--- src/design/ttf_mul.sv ---
// Shared signed multiplier with a registered product.
// Used by the sequencer in triangle_tangent_frame; no package dependencies.
module ttf_mul #(
    parameter int MW = 33
) (
    input  logic                   clk,
    input  logic signed [MW-1:0]   a,
    input  logic signed [MW-1:0]   b,
    output logic signed [2*MW-1:0] prod_reg
);

    always_ff @(posedge clk)
    begin
        prod_reg <= a * b;
    end

endmodule

--- config.mk ---
export PLATFORM = sky130hd
export DESIGN_NAME = ttf_mul
export DESIGN_NICKNAME = d
export VERILOG_FILES = /design/src/design/ttf_mul.sv
export SDC_FILE = /design/constraint.sdc
export NUM_CORES = 2
export LEC_CHECK = 0
export BUFFER_PORTS_ARGS = -buffer_cell sky130_fd_sc_hd__buf_2
export CORE_ASPECT_RATIO = 1.4
export CORE_MARGIN = 2
export CORE_UTILIZATION = 25
export CTS_CLUSTER_DIAMETER = 200
export DETAILED_ROUTE_END_ITERATION = 16
export GPL_ROUTABILITY_DRIVEN = 0
export PLACE_DENSITY = 0.37
export SLEW_MARGIN = 0
export SYNTH_ARGS = -nofsm -noshare
export SYNTH_HDL_FRONTEND = slang
export SYNTH_SLANG_ARGS = --single-unit
--- constraint.sdc ---
create_clock -name clk -period 6.95 [get_ports clk]
set_input_delay 0.3475 -clock clk [delete_from_list [all_inputs] [get_ports clk]]
set_output_delay 0.3475 -clock clk [all_outputs]
set_load 0.01 [all_outputs]
==> metrics.txt <==
# TYPE chip_impl_metric gauge
chip_impl_info{name="result_of_the_run",value="complete, but fails checks"} 1
chip_impl_info{name="violations_in_the_final_reports",value="setup timing"} 1
chip_impl_metric{name="dpl_cell_area",unit="sq um"} 47800
chip_impl_info{name="grt_setup_unrepaired",value="true"} 1
chip_impl_metric{name="finish.utilization",unit="%"} 30.82
chip_impl_metric{name="critical_path_buf_inv_count",unit=""} 11
chip_impl_metric{name="grt_antenna_before_repair",unit=""} 10
chip_impl_metric{name="mappedNetlistArea",unit="sq um"} 40730
chip_impl_metric{name="synth_area_per_cell",unit="sq um"} 9.390
chip_impl_metric{name="placementRows",unit=""} 175
chip_impl_info{name="cp_slowest_cell",value="fa_1"} 1
chip_impl_info{name="worstSetupPathType",value="primary input to register"} 1
chip_impl_info{name="crit_path_end_kind",value="register"} 1
chip_impl_metric{name="tightest_slew",unit="ns"} 0.4701
chip_impl_metric{name="postCtsHoldBufs",unit=""} 0
chip_impl_metric{name="drt_drc_violations_left",unit=""} 0
chip_impl_metric{name="n_fill_cell",unit=""} 17270
chip_impl_metric{name="finalWorstSetupSlack",unit="ns"} -0.09705
chip_impl_metric{name="floorplan.die_area",unit="sq um"} 166200
chip_impl_metric{name="seq_area_frac_synth",unit="%"} 3.244
chip_impl_metric{name="num_io_pins",unit=""} 133
chip_impl_metric{name="grt_pass1_wl",unit="um"} 213200
chip_impl_metric{name="post-route-period-util",unit="%"} 101.4
chip_impl_metric{name="delay_of_the_slowest_cell_on_the_worst_path",unit="ns"} 0.55
chip_impl_metric{name="globalRoute.totalOverflow",unit=""} 0
chip_impl_metric{name="hold_viol",unit=""} 0
chip_impl_metric{name="synth-edff-count",unit=""} 0
chip_impl_metric{name="cp.arrival",unit="ns"} 7.37
chip_impl_metric{name="setup_viol",unit=""} 3
chip_impl_info{name="min_from",value="b[0]"} 1
chip_impl_metric{name="drive_gt1_share",unit="%"} 19.91
chip_impl_info{name="clock_tree.root_cell",value="clkbuf_16"} 1
chip_impl_info{name="cp-start-kind",value="primary input"} 1
chip_impl_metric{name="dr.pass1.iters",unit=""} 5
chip_impl_info{name="cp_common_cell",value="inv_2"} 1
chip_impl_info{name="critical_path.top_delay_family",value="adder cells"} 1
chip_impl_info{name="tritoncts_clock_tree",value="built"} 1
chip_impl_metric{name="timing.max_cap.violations",unit=""} 0
chip_impl_metric{name="grt_max_degree",unit=""} 24
chip_impl_metric{name="period_needed",unit="ns"} 7.047
chip_impl_info{name="hold_path.class",value="primary input to register"} 1
chip_impl_metric{name="yosysUniqueCellTypes",unit=""} 80
chip_impl_metric{name="routed_wire_length_per_instance",unit="um"} 20.18
chip_impl_metric{name="cts_inserted_buffers",unit=""} 9
chip_impl_metric{name="hold-path-cell-count",unit=""} 4
chip_impl_metric{name="core_area",unit="sq um"} 162000
chip_impl_metric{name="place_inst",unit=""} 6905
chip_impl_metric{name="postSynthCellCount",unit=""} 4338
chip_impl_metric{name="area_growth",unit="%"} 22.60
chip_impl_metric{name="yosysWarnings",unit=""} 0
chip_impl_metric{name="nets",unit=""} 6255
chip_impl_metric{name="slew_violations",unit=""} 0
chip_impl_metric{name="detail_route.vias_per_cell",unit=""} 4.258
chip_impl_metric{name="cts_num_sinks",unit=""} 66
chip_impl_metric{name="via_count_of_the_first_global_routing_pass",unit=""} 34340
chip_impl_metric{name="drt-total-wl",unit="um"} 140400
chip_impl_metric{name="clock_path_buffers",unit=""} 2
chip_impl_metric{name="layoutNonFillerInstCount",unit=""} 6957
chip_impl_metric{name="gr-usage-all-layers",unit="%"} 17.38
chip_impl_metric{name="asyncSetResetFlopFracSynth",unit="%"} 0
chip_impl_metric{name="hpwl",unit="um"} 126800
chip_impl_metric{name="horiz_die_dim",unit="um"} 345.2
chip_impl_metric{name="slew-limit-headroom",unit="%"} 68.44
chip_impl_metric{name="h-tree-depth",unit=""} 3
chip_impl_metric{name="initial_core_util",unit="%"} 25.14
chip_impl_metric{name="postSynthRegisterBits",unit=""} 66
chip_impl_info{name="dominantRegCellSynth",value="dfxtp_1"} 1
chip_impl_metric{name="total_neg_setup_slack",unit="ns"} -0.1826
chip_impl_metric{name="drt-initial-drc-count",unit=""} 825
chip_impl_metric{name="synth.net_count",unit=""} 5767
chip_impl_metric{name="detail-route-antenna-nets",unit=""} 0
chip_impl_metric{name="port_buffers",unit=""} 132
chip_impl_info{name="worst_hold_path.endpoint",value="prod_reg[0]"} 1
chip_impl_metric{name="fin_area",unit="sq um"} 49940
chip_impl_metric{name="max_freq",unit="GHz"} 0.1419
chip_impl_metric{name="largest_register_ff_count",unit=""} 66
chip_impl_metric{name="chipHeight",unit="um"} 481.6
chip_impl_metric{name="routed-via-count",unit=""} 29620
chip_impl_metric{name="timing.critical_path.required",unit="ns"} 7.27
chip_impl_metric{name="clk_pin_slew_worst_paths",unit="ns"} 0.07
chip_impl_metric{name="critPathMaxFanout",unit=""} 7
## final cells by class
type / instances / area (sq um) / share of cell area (%)
repair buffers: 698 / 5979 / 11.97
clock buffers: 9 / 225.2 / 0.4510
well taps: 2124 / 2658 / 5.322
inverters: 1131 / 4249 / 8.509
diodes: 2 / 5.005 / 0.01002
clock inverters: 7 / 101.3 / 0.2029
multi-input cells: 2920 / 35400 / 70.89
flip-flops and latches: 66 / 1321 / 2.646
## cells by family after synthesis
group / count (synthesis) / synth area share, %
flip-flops: 66 / 3.244
adder cells (fa/ha/maj): 1362 / 62.94
AND/OR/NAND/NOR: 1271 / 15.78
AO/OA/AOI/OAI: 219 / 4.067
buffers and inverters: 1352 / 12.51
XOR/XNOR: 68 / 1.462
## cells in the mapped netlist (3+ instances only)
cell | count | area share, %
nor3_1 | 7 | 0.086
xnor2_1 | 43 | 0.92
nor2b_1 | 5 | 0.077
xor2_1 | 25 | 0.54
nand3_1 | 25 | 0.31
or2_2 | 3 | 0.046
o31ai_4 | 3 | 0.16
or3_1 | 3 | 0.046
nor2_1 | 68 | 0.63
nand4_1 | 11 | 0.17
o21ai_1 | 6 | 0.074
o211ai_1 | 4 | 0.074
buf_2 | 11 | 0.14
nand2_1 | 551 | 5.1
a211oi_1 | 7 | 0.13
and3_1 | 5 | 0.077
o21bai_1 | 11 | 0.20
a21oi_2 | 3 | 0.065
o21a_1 | 6 | 0.11
nand2b_1 | 12 | 0.18
and4_1 | 5 | 0.11
clkbuf_1 | 208 | 1.9
dfxtp_1 | 66 | 3.2
a21oi_1 | 57 | 0.70
a211o_1 | 6 | 0.13
inv_1 | 1131 | 10
fa_1 | 1145 | 56
o21ai_0 | 25 | 0.31
a21o_1 | 36 | 0.66
a31oi_1 | 8 | 0.12
a211oi_2 | 3 | 0.092
and2_1 | 562 | 8.6
ha_1 | 217 | 6.7
## worst min-delay path, stage by stage
cell,delay (ns)
buf_4,0.19
buf_4,0.16
buf_4,0.20
and2_1,0.16
## placed cells by master, fill, tap and decap left out, types with 5 or more instances in the layout
master / synthesis / final
o21bai_1: 11 / 9
buf_6: 1 / 49
a21o_1: 36 / 36
buf_12: 0 / 53
xor2_1: 25 / 23
fa_1: 1145 / 1085
and3_1: 5 / 5
nand3_2: 1 / 7
fa_2: 0 / 60
inv_2: 0 / 25
ha_1: 217 / 192
and2_4: 1 / 13
nand2_2: 0 / 11
nand4_1: 11 / 11
a21oi_1: 57 / 37
nor2_2: 0 / 6
o21ai_2: 2 / 9
dfxtp_1: 66 / 66
nor3_1: 7 / 5
a211o_1: 6 / 6
nand2b_1: 12 / 9
nor2_1: 68 / 61
ha_4: 0 / 22
a21oi_4: 1 / 10
o21ai_0: 25 / 14
clkbuf_4: 0 / 5
nand3_1: 25 / 16
clkbuf_16: 0 / 10
and2_1: 562 / 550
inv_1: 1131 / 1105
o31ai_4: 3 / 5
buf_2: 11 / 77
xnor2_1: 43 / 39
a21oi_2: 3 / 14
nor2b_1: 5 / 5
o21ai_1: 6 / 8
nand2_1: 551 / 539
o21a_1: 6 / 6
a211oi_2: 3 / 6
buf_4: 0 / 508
## through the flow
stage | hold WS [ns] | worst slack, ns
floorplan | 0.4748 | 0.001105
detailed placement | 0.7426 | -0.8724
global placement | 0.7407 | -0.8311
finish | 0.7348 | -0.09705
global route | 0.7286 | -0.2654
CTS | 0.6864 | -0.06848
## worst max path at each step
stage,cells after the start,slack (ns),start,end
3_3_place_gp,24,-0.83,a[16],prod_reg[53]
4_1_cts,28,-0.07,a[20],prod_reg[58]
2_1_floorplan,26,0.001,a[21],prod_reg[58]
3_5_place_dp,24,-0.87,a[16],prod_reg[53]
5_1_grt,29,-0.27,a[20],prod_reg[63]
6_report,29,-0.1,a[20],prod_reg[63]
## layer usage
metal	vias up	GRT usage, %	part of all wire, %	routed length, um
li1	13310	-	-	-
met1	15860	17.23	33	46430
met2	343	37.86	63	87970
met3	107	1.165	1.5	2084
met4	6	4.199	2.8	3864
met5	-	0	0.030	42
## repair_timing
item / in CTS / in global routing
buffers inserted: 18 / 20
setup endpoints to repair: 36 / 37
pin swaps: 111 / 104
gates resized for setup: 221 / 139
endpoints found under the hold margin: 0 / 0
cloned: 2 / 1
Power is not shown: default switching activity piles up to over one toggle a cycle in this logic, so the estimate is an artifact.
