<file path="src/design/ttf_pkg.sv">
// Package for the triangle tangent frame block.
// Holds the fixed-point constants and the sequencer state types.
// Used by ttf_norm and triangle_tangent_frame; depends on nothing.
package ttf_pkg;

    localparam int INNER_FRAC = 28;
    localparam int INNER_W    = 30;
    localparam int SCALE_BITS = 30;
    localparam int SUM_W      = 64;
    localparam int LEN_W      = 32;
    localparam int ROOT_POS_W = 5;

    typedef enum logic [2:0] {
        ST_IDLE,
        ST_CROSS,
        ST_TAN,
        ST_DOT,
        ST_REJ,
        ST_NORM,
        ST_OUT
    } state_t;

    typedef enum logic [1:0] {
        PASS_NORMAL,
        PASS_TANGENT,
        PASS_REJECT,
        PASS_BITAN
    } pass_t;

    typedef enum logic [2:0] {
        NS_IDLE,
        NS_SCALE,
        NS_SQUARE,
        NS_ROOT,
        NS_DIV_LOAD,
        NS_DIV,
        NS_DONE
    } nstate_t;

endpackage

</file>
<file path="src/design/ttf_norm.sv">
// Vector normalization unit: power-of-two scaling, bitwise square root and
// a restoring divider that runs one quotient bit per cycle. Depends on ttf_pkg.
module ttf_norm #(
    parameter int VW       = 67,
    parameter int OUT_FRAC = 14
) (
    input  logic                            clk,
    input  logic                            rst_n,
    input  logic                            start,
    input  logic signed [VW-1:0]            vec [3],
    output logic                            done,
    output logic signed [ttf_pkg::INNER_W-1:0] inner [3],
    output logic signed [OUT_FRAC+1:0]      outv [3]
);

    localparam int OW   = OUT_FRAC + 2;
    localparam int FMAX = (OUT_FRAC > ttf_pkg::INNER_FRAC) ? OUT_FRAC : ttf_pkg::INNER_FRAC;
    localparam int QB   = FMAX + 2;
    localparam int NW   = FMAX + 32;
    localparam int CW   = $clog2(QB);
    localparam int SB   = ttf_pkg::SCALE_BITS;

    ttf_pkg::nstate_t state_reg, state_next;

    logic [VW-1:0]                        mag_reg [3];
    logic                                 neg_reg [3];
    logic [1:0]                           idx_reg;
    logic                                 prec_reg;
    logic [ttf_pkg::SUM_W-1:0]            sum_reg;
    logic [ttf_pkg::SUM_W-1:0]            root_reg;
    logic [ttf_pkg::ROOT_POS_W-1:0]       pos_reg;
    logic [ttf_pkg::LEN_W-1:0]            rem_reg;
    logic [QB-1:0]                        nlow_reg;
    logic [QB-1:0]                        quo_reg;
    logic [CW-1:0]                        cnt_reg;
    logic signed [ttf_pkg::INNER_W-1:0]   inner_reg [3];
    logic signed [OW-1:0]                 outv_reg [3];

    logic [VW-1:0]                 or_w;
    logic                          hi8, hi1, lo8, lo1;
    logic [SB-1:0]                 s_cur;
    logic [2*SB-1:0]               sq;
    logic [ttf_pkg::SUM_W-1:0]     root_bit;
    logic [ttf_pkg::SUM_W-1:0]     root_try;
    logic [ttf_pkg::LEN_W-1:0]     len;
    logic [NW-1:0]                 num;
    logic [ttf_pkg::LEN_W:0]       trial;
    logic                          ge;
    logic [QB-1:0]                 q_fin;
    logic [QB-1:0]                 q_sgn;

    assign or_w = mag_reg[0] | mag_reg[1] | mag_reg[2];
    assign hi8  = (or_w >> (SB + 8)) != '0;
    assign hi1  = (or_w >> SB) != '0;
    assign lo8  = (or_w >> (SB - 9)) == '0;
    assign lo1  = (or_w >> (SB - 1)) == '0;

    always_comb
    begin
        case (idx_reg)
            2'd0:    s_cur = mag_reg[0][SB-1:0];
            2'd1:    s_cur = mag_reg[1][SB-1:0];
            default: s_cur = mag_reg[2][SB-1:0];
        endcase
    end

    assign sq       = s_cur * s_cur;
    assign root_bit = ttf_pkg::SUM_W'(1) << {pos_reg, 1'b0};
    assign root_try = root_reg + root_bit;
    assign len      = root_reg[ttf_pkg::LEN_W-1:0];
    assign num      = (prec_reg ? (NW'(s_cur) << OUT_FRAC)
                                : (NW'(s_cur) << ttf_pkg::INNER_FRAC)) + NW'(len >> 1);
    assign trial    = {rem_reg, nlow_reg[QB-1]};
    assign ge       = trial >= {1'b0, len};
    assign q_fin    = {quo_reg[QB-2:0], ge};

    always_comb
    begin
        case (idx_reg)
            2'd0:    q_sgn = neg_reg[0] ? (~q_fin + QB'(1)) : q_fin;
            2'd1:    q_sgn = neg_reg[1] ? (~q_fin + QB'(1)) : q_fin;
            default: q_sgn = neg_reg[2] ? (~q_fin + QB'(1)) : q_fin;
        endcase
    end

    always_comb
    begin
        state_next = state_reg;
        case (state_reg)
            ttf_pkg::NS_IDLE:
            begin
                if (start)
                    state_next = ttf_pkg::NS_SCALE;
            end
            ttf_pkg::NS_SCALE:
            begin
                if (or_w == '0)
                    state_next = ttf_pkg::NS_DONE;
                else if (!hi1 && !lo1)
                    state_next = ttf_pkg::NS_SQUARE;
            end
            ttf_pkg::NS_SQUARE:
            begin
                if (idx_reg == 2'd2)
                    state_next = ttf_pkg::NS_ROOT;
            end
            ttf_pkg::NS_ROOT:
            begin
                if (pos_reg == '0)
                    state_next = ttf_pkg::NS_DIV_LOAD;
            end
            ttf_pkg::NS_DIV_LOAD:
            begin
                state_next = ttf_pkg::NS_DIV;
            end
            ttf_pkg::NS_DIV:
            begin
                if (cnt_reg == '0)
                    state_next = (prec_reg && idx_reg == 2'd2) ? ttf_pkg::NS_DONE
                                                               : ttf_pkg::NS_DIV_LOAD;
            end
            ttf_pkg::NS_DONE:
            begin
                state_next = ttf_pkg::NS_IDLE;
            end
            default:
            begin
                state_next = ttf_pkg::NS_IDLE;
            end
        endcase
    end

    always_ff @(posedge clk or negedge rst_n)
    begin
        if (!rst_n)
            state_reg <= ttf_pkg::NS_IDLE;
        else
            state_reg <= state_next;
    end

    always_ff @(posedge clk)
    begin
        case (state_reg)
            ttf_pkg::NS_IDLE:
            begin
                for (int i = 0; i < 3; i++)
                begin
                    neg_reg[i] <= vec[i][VW-1];
                    mag_reg[i] <= vec[i][VW-1] ? (~vec[i] + VW'(1)) : vec[i];
                end
                idx_reg  <= 2'd0;
                prec_reg <= 1'b0;
                sum_reg  <= '0;
            end
            ttf_pkg::NS_SCALE:
            begin
                if (or_w == '0)
                begin
                    for (int i = 0; i < 3; i++)
                    begin
                        inner_reg[i] <= '0;
                        outv_reg[i]  <= '0;
                    end
                end
                for (int i = 0; i < 3; i++)
                begin
                    if (hi8)
                        mag_reg[i] <= mag_reg[i] >> 8;
                    else if (hi1)
                        mag_reg[i] <= mag_reg[i] >> 1;
                    else if (lo8)
                        mag_reg[i] <= mag_reg[i] << 8;
                    else if (lo1)
                        mag_reg[i] <= mag_reg[i] << 1;
                end
            end
            ttf_pkg::NS_SQUARE:
            begin
                sum_reg  <= sum_reg + ttf_pkg::SUM_W'(sq);
                idx_reg  <= (idx_reg == 2'd2) ? 2'd0 : idx_reg + 2'd1;
                root_reg <= '0;
                pos_reg  <= '1;
            end
            ttf_pkg::NS_ROOT:
            begin
                if (sum_reg >= root_try)
                begin
                    sum_reg  <= sum_reg - root_try;
                    root_reg <= (root_reg >> 1) + root_bit;
                end
                else
                begin
                    root_reg <= root_reg >> 1;
                end
                pos_reg <= pos_reg - ttf_pkg::ROOT_POS_W'(1);
            end
            ttf_pkg::NS_DIV_LOAD:
            begin
                rem_reg  <= ttf_pkg::LEN_W'(num >> QB);
                nlow_reg <= num[QB-1:0];
                quo_reg  <= '0;
                cnt_reg  <= CW'(QB - 1);
            end
            ttf_pkg::NS_DIV:
            begin
                rem_reg  <= ge ? ttf_pkg::LEN_W'(trial - {1'b0, len})
                               : trial[ttf_pkg::LEN_W-1:0];
                quo_reg  <= q_fin;
                nlow_reg <= nlow_reg << 1;
                cnt_reg  <= cnt_reg - CW'(1);
                if (cnt_reg == '0)
                begin
                    if (prec_reg)
                        outv_reg[idx_reg] <= q_sgn[OW-1:0];
                    else
                        inner_reg[idx_reg] <= q_sgn[ttf_pkg::INNER_W-1:0];
                    prec_reg <= ~prec_reg;
                    if (prec_reg)
                        idx_reg <= (idx_reg == 2'd2) ? 2'd0 : idx_reg + 2'd1;
                end
            end
            default:
            begin
            end
        endcase
    end

    assign done  = (state_reg == ttf_pkg::NS_DONE);
    assign inner = inner_reg;
    assign outv  = outv_reg;

endmodule

</file>
<file path="config.mk">
export PLATFORM = sky130hd
export DESIGN_NAME = ttf_norm
export DESIGN_NICKNAME = d
export VERILOG_FILES = /design/src/design/ttf_pkg.sv /design/src/design/ttf_norm.sv
export SDC_FILE = /design/constraint.sdc
export NUM_CORES = 2
export LEC_CHECK = 0
export ABC_AREA = 1
export BUFFER_PORTS_ARGS = -buffer_cell sky130_fd_sc_hd__buf_2
export CORE_MARGIN = 10
export CORE_UTILIZATION = 45
export CTS_CLUSTER_DIAMETER = 150
export CTS_CLUSTER_SIZE = 30
export DETAILED_ROUTE_END_ITERATION = 7
export PLACE_DENSITY_LB_ADDON = 0.08
export SYNTH_ARGS = -nofsm -noshare
export SYNTH_HDL_FRONTEND = slang
export SYNTH_SLANG_ARGS = --single-unit
</file>
<file path="constraint.sdc">
create_clock -name clk -period 13.91 [get_ports clk]
set_input_delay 2.0865 -clock clk [delete_from_list [all_inputs] [get_ports clk]]
set_output_delay 2.0865 -clock clk [all_outputs]
set_load 0.005 [all_outputs]
</file>
==> reports/results.txt <==
The maximum fanout along the worst path works out to 41. Worst hold path depth: 2. At the worst endpoint, the arrival time is 11.74 ns. The adder and majority cell fraction of the synthesized area was 26.8%. The area overhead of the layout relative to synthesis came out at 6.60%. The final cycle utilization of the critical path came out at 81.0%. The layer flagged by global routing as most heavily used is met2. The cell chosen for the clock root was clkbuf_16. Of the total synthesized cell area, the portion taken by AND, OR, NAND and NOR gates is 21.7%. Clock latency on the worst-skew pair, taken at its later pin, is 0.75 ns. The number of hold violations in the final report is 0, and the sequential share of the synthesized area is 22.4%. The sink of the worst hold path was nlow_reg[11]. The logs give 251 for the largest net degree at the start of global routing and 10,400 for the gate count of the mapped netlist.

The run gives 0 as the setup fix buffers added after clock tree synthesis. Across every metal layer, demand over resource in global routing totals 32.4%. The tightest min-delay check is of the register to register type.

The multiplexer share of the synthesized area was 0%. The proportion of register bits with asynchronous set or reset after synthesis works out to 0.520%. A synthesized cell averages 7.43 um^2. The logs give 0.171 mm^2 for the area of the placeable core and 3 for the maximum clock path buffer count. TritonCTS built the clock tree. Setup repair after global routing left no endpoint under its margin. The run gives 11,800 as the net count after synthesis. The met1 track utilization from global routing came out at 46.4%. The tools report the count of warnings emitted by yosys as 0.

After the last flow step, the layout net total stands at 12,000. The final weighted congestion in routability-driven placement was 1.00; the count of hold buffers inserted by post-cts repair was 0. The die is 435 um tall. Dividing the detail-routed wire length by the instance count gives 24.6 um. The number of rows in the core area is 152.

TritonCTS created 29 clock buffers. The endpoint required time on the critical path was 14.38 ns. The synthesized netlist devotes 14.2% of its cell area to compound gates. The count of buffers inserted at the top-level ports is 342, and the H-tree depth is 1. The final critical delay including setup and external delays works out to 11.27 ns.

The tools report the startpoint of the worst register-to-register path as idx_reg[1]. The met2 global-route usage is 49.2%. In the routed design, unresolved DRC markers number 0. For this configuration, the core starts out at a cell density of 45.2%.

Of the total synthesized cell area, the portion taken by XOR and XNOR cells is 3.42%. The sort of element at the start of the critical path was a register. Synthesis inferred 577 register bits. The HPWL after detailed placement is 256 mm. The detailed router finished its first iteration with 8,175 violations. The maximum operating frequency was 88.7 MHz. The count of unique library cells instantiated by Yosys was 71. In this run, post-CTS repair resized a total of 0 instances. Hold is met by 0.536 ns. Measured against its own limit, the worst slew margin works out to 6.31%.

After synthesis, the largest family of logic cells by area is adder cells. At the pin with the least slew margin, the transition time is 1.40 ns. Setup total negative slack on the finished layout was measured at 0 ns. The run gives 71,500 as the via count of the first global-routing pass. Summing every instance area after synthesis gives 0.0773 mm^2. Capture instance of the worst register-to-register path: sum_reg[42].

The run gives 464 mm as the global-route wire length before repair. Max-cap violations in this run came to 0. The critical path class is register to register. The total via count after detailed routing is 73,100. The length in cells of the worst reg-to-reg path was 32; the maximum single-stage delay on the critical path was 0.90 ns. For this run the aggregate overflow at the end of global routing stands at 0. Between clock sinks in the finished design, the worst skew comes to 0.0692 ns. The final layout contains routed wiring with a total length of 315 mm. The width of the chip is 435 um. Number of clock sinks: 577. The flow ran to the end, and the final reports show no timing, DRC or antenna violations. Setup violations remaining at the end of the flow were counted as 0. In the routed layout, each cell is associated on average with a via count of 5.70. The count of boundary I/O pins came out at 343.

The setup slack on the worst flop-to-flop path was 2.64 ns; the die area was 0.189 mm^2. The register with the most flip-flops in the layout has 201 of them. Type of element capturing the critical path: a register. The first-pass detailed-route iteration total was 6.

Cell at the slowest stage of the critical path: ha_2. Global routing consumed, on the met3 layer, 5.95% of the routing resources. The total count of max-transition violations in the final report came out at 0. The leading register cell type out of synthesis was edfxtp_1. The share of post-route cells with drive strength above 1 works out to 6.14%. The start point of the worst min-delay path is nlow_reg[10]. Yosys mapped a number of flops with a built-in enable equal to 574.

The tools report the number of nets with antenna violations after routing as 0. After clock tree synthesis, the clock-pin slew on the worst setup and hold paths is 0.13 ns. Number of antenna violations at the first check in global routing: 18.
-- through the flow --
step	setup WS, ns	instances	util (%)	instance area (um^2)
2_1_floorplan	4.70	10400	-	77300
3_3_place_gp	2.94	12800	47.6	81400
3_5_place_dp	2.91	12800	47.6	81400
4_1_cts	2.85	12800	48.1	82400
5_1_grt	2.34	12800	48.2	82400
6_report	2.64	12800	48.2	82400
-- worst max path at each step --
stage / startpoint / end / slack, ns / cells after the start
final: idx_reg[1] / sum_reg[42] / 2.64 / 32
after global routing: idx_reg[1] / sum_reg[42] / 2.34 / 32
after CTS: idx_reg[1] / sum_reg[42] / 2.85 / 32
after detailed placement: idx_reg[1] / sum_reg[42] / 2.91 / 32
after global placement: idx_reg[1] / sum_reg[35] / 2.94 / 33
after floorplan: pos_reg[2] / sum_reg[0] / 4.70 / 31
-- metal layers --
metal,routed length (um),share of wire [%],up-vias
met5,98,0.031,-
met4,12300,3.9,14
met3,28400,9.0,447
met2,136000,43,3264
met1,138000,44,35500
li1,-,-,33800
-- kinds of logic (layout without fill, tap and decap cells) --
| group | after synthesis | count (layout) |
|---|---|---|
| xor+xnor | 302 | 302 |
| other cells | 0 | 8 |
| fa+ha+maj | 1207 | 1207 |
| simple gates | 4054 | 4054 |
| buf+inv | 2305 | 2473 |
| compound gates | 1963 | 1963 |
| flops | 577 | 577 |
-- cells in the final DEF (no fill, tap or decap), types with 64 or more instances in the layout --
cell type	netlist	final
ha_1	454	451
xnor2_1	121	121
buf_2	62	342
nand4_1	107	107
o211ai_1	64	64
buf_4	7	83
fa_1	753	753
xor2_1	181	181
inv_1	1969	1967
nand3_1	357	357
nor4_1	106	106
nand2_1	1861	1858
nor3_1	128	125
nor2_1	1373	1367
edfxtp_1	574	574
o21ai_0	771	770
a21oi_1	703	703
-- cells in the mapped netlist (38+ instances only) --
cell	n	area, um^2
inv_1	1969	7390
nand2_1	1861	6990
nor2_1	1373	5150
o21ai_0	771	3860
fa_1	753	15100
a21oi_1	703	3520
edfxtp_1	574	17200
ha_1	454	5680
nand3_1	357	1790
clkbuf_1	199	747
xor2_1	181	1590
nor3_1	128	641
xnor2_1	121	1060
nand4_1	107	669
nor4_1	106	663
o211ai_1	64	480
buf_2	62	310
a31oi_1	59	369
o21bai_1	59	443
o22ai_1	55	344
or2_2	41	257
a21o_1	39	293
o21ai_1	38	190
-- critical path, delay by kind of cell, from the launching register on --
family | cells | cell delay, ns
fa+ha+maj | 10 | 5.00
compound gates | 10 | 2.71
buf+inv | 9 | 2.18
simple gates | 3 | 0.58
flops | 1 | 0.42
-- area by class of cell --
type	instances	area [um^2]
Antenna cell	8	20.0
Clock buffer	31	733
Clock inverter	13	284
Fill cell	17500	88700
Inverter	2003	7530
Multi-Input combinational cell	7526	51400
Sequential cell	577	17300
Tap cell	2233	2790
Timing Repair Buffer	426	2350
Power is not shown: default switching activity piles up to over one toggle a cycle in this logic, so the estimate is an artifact.
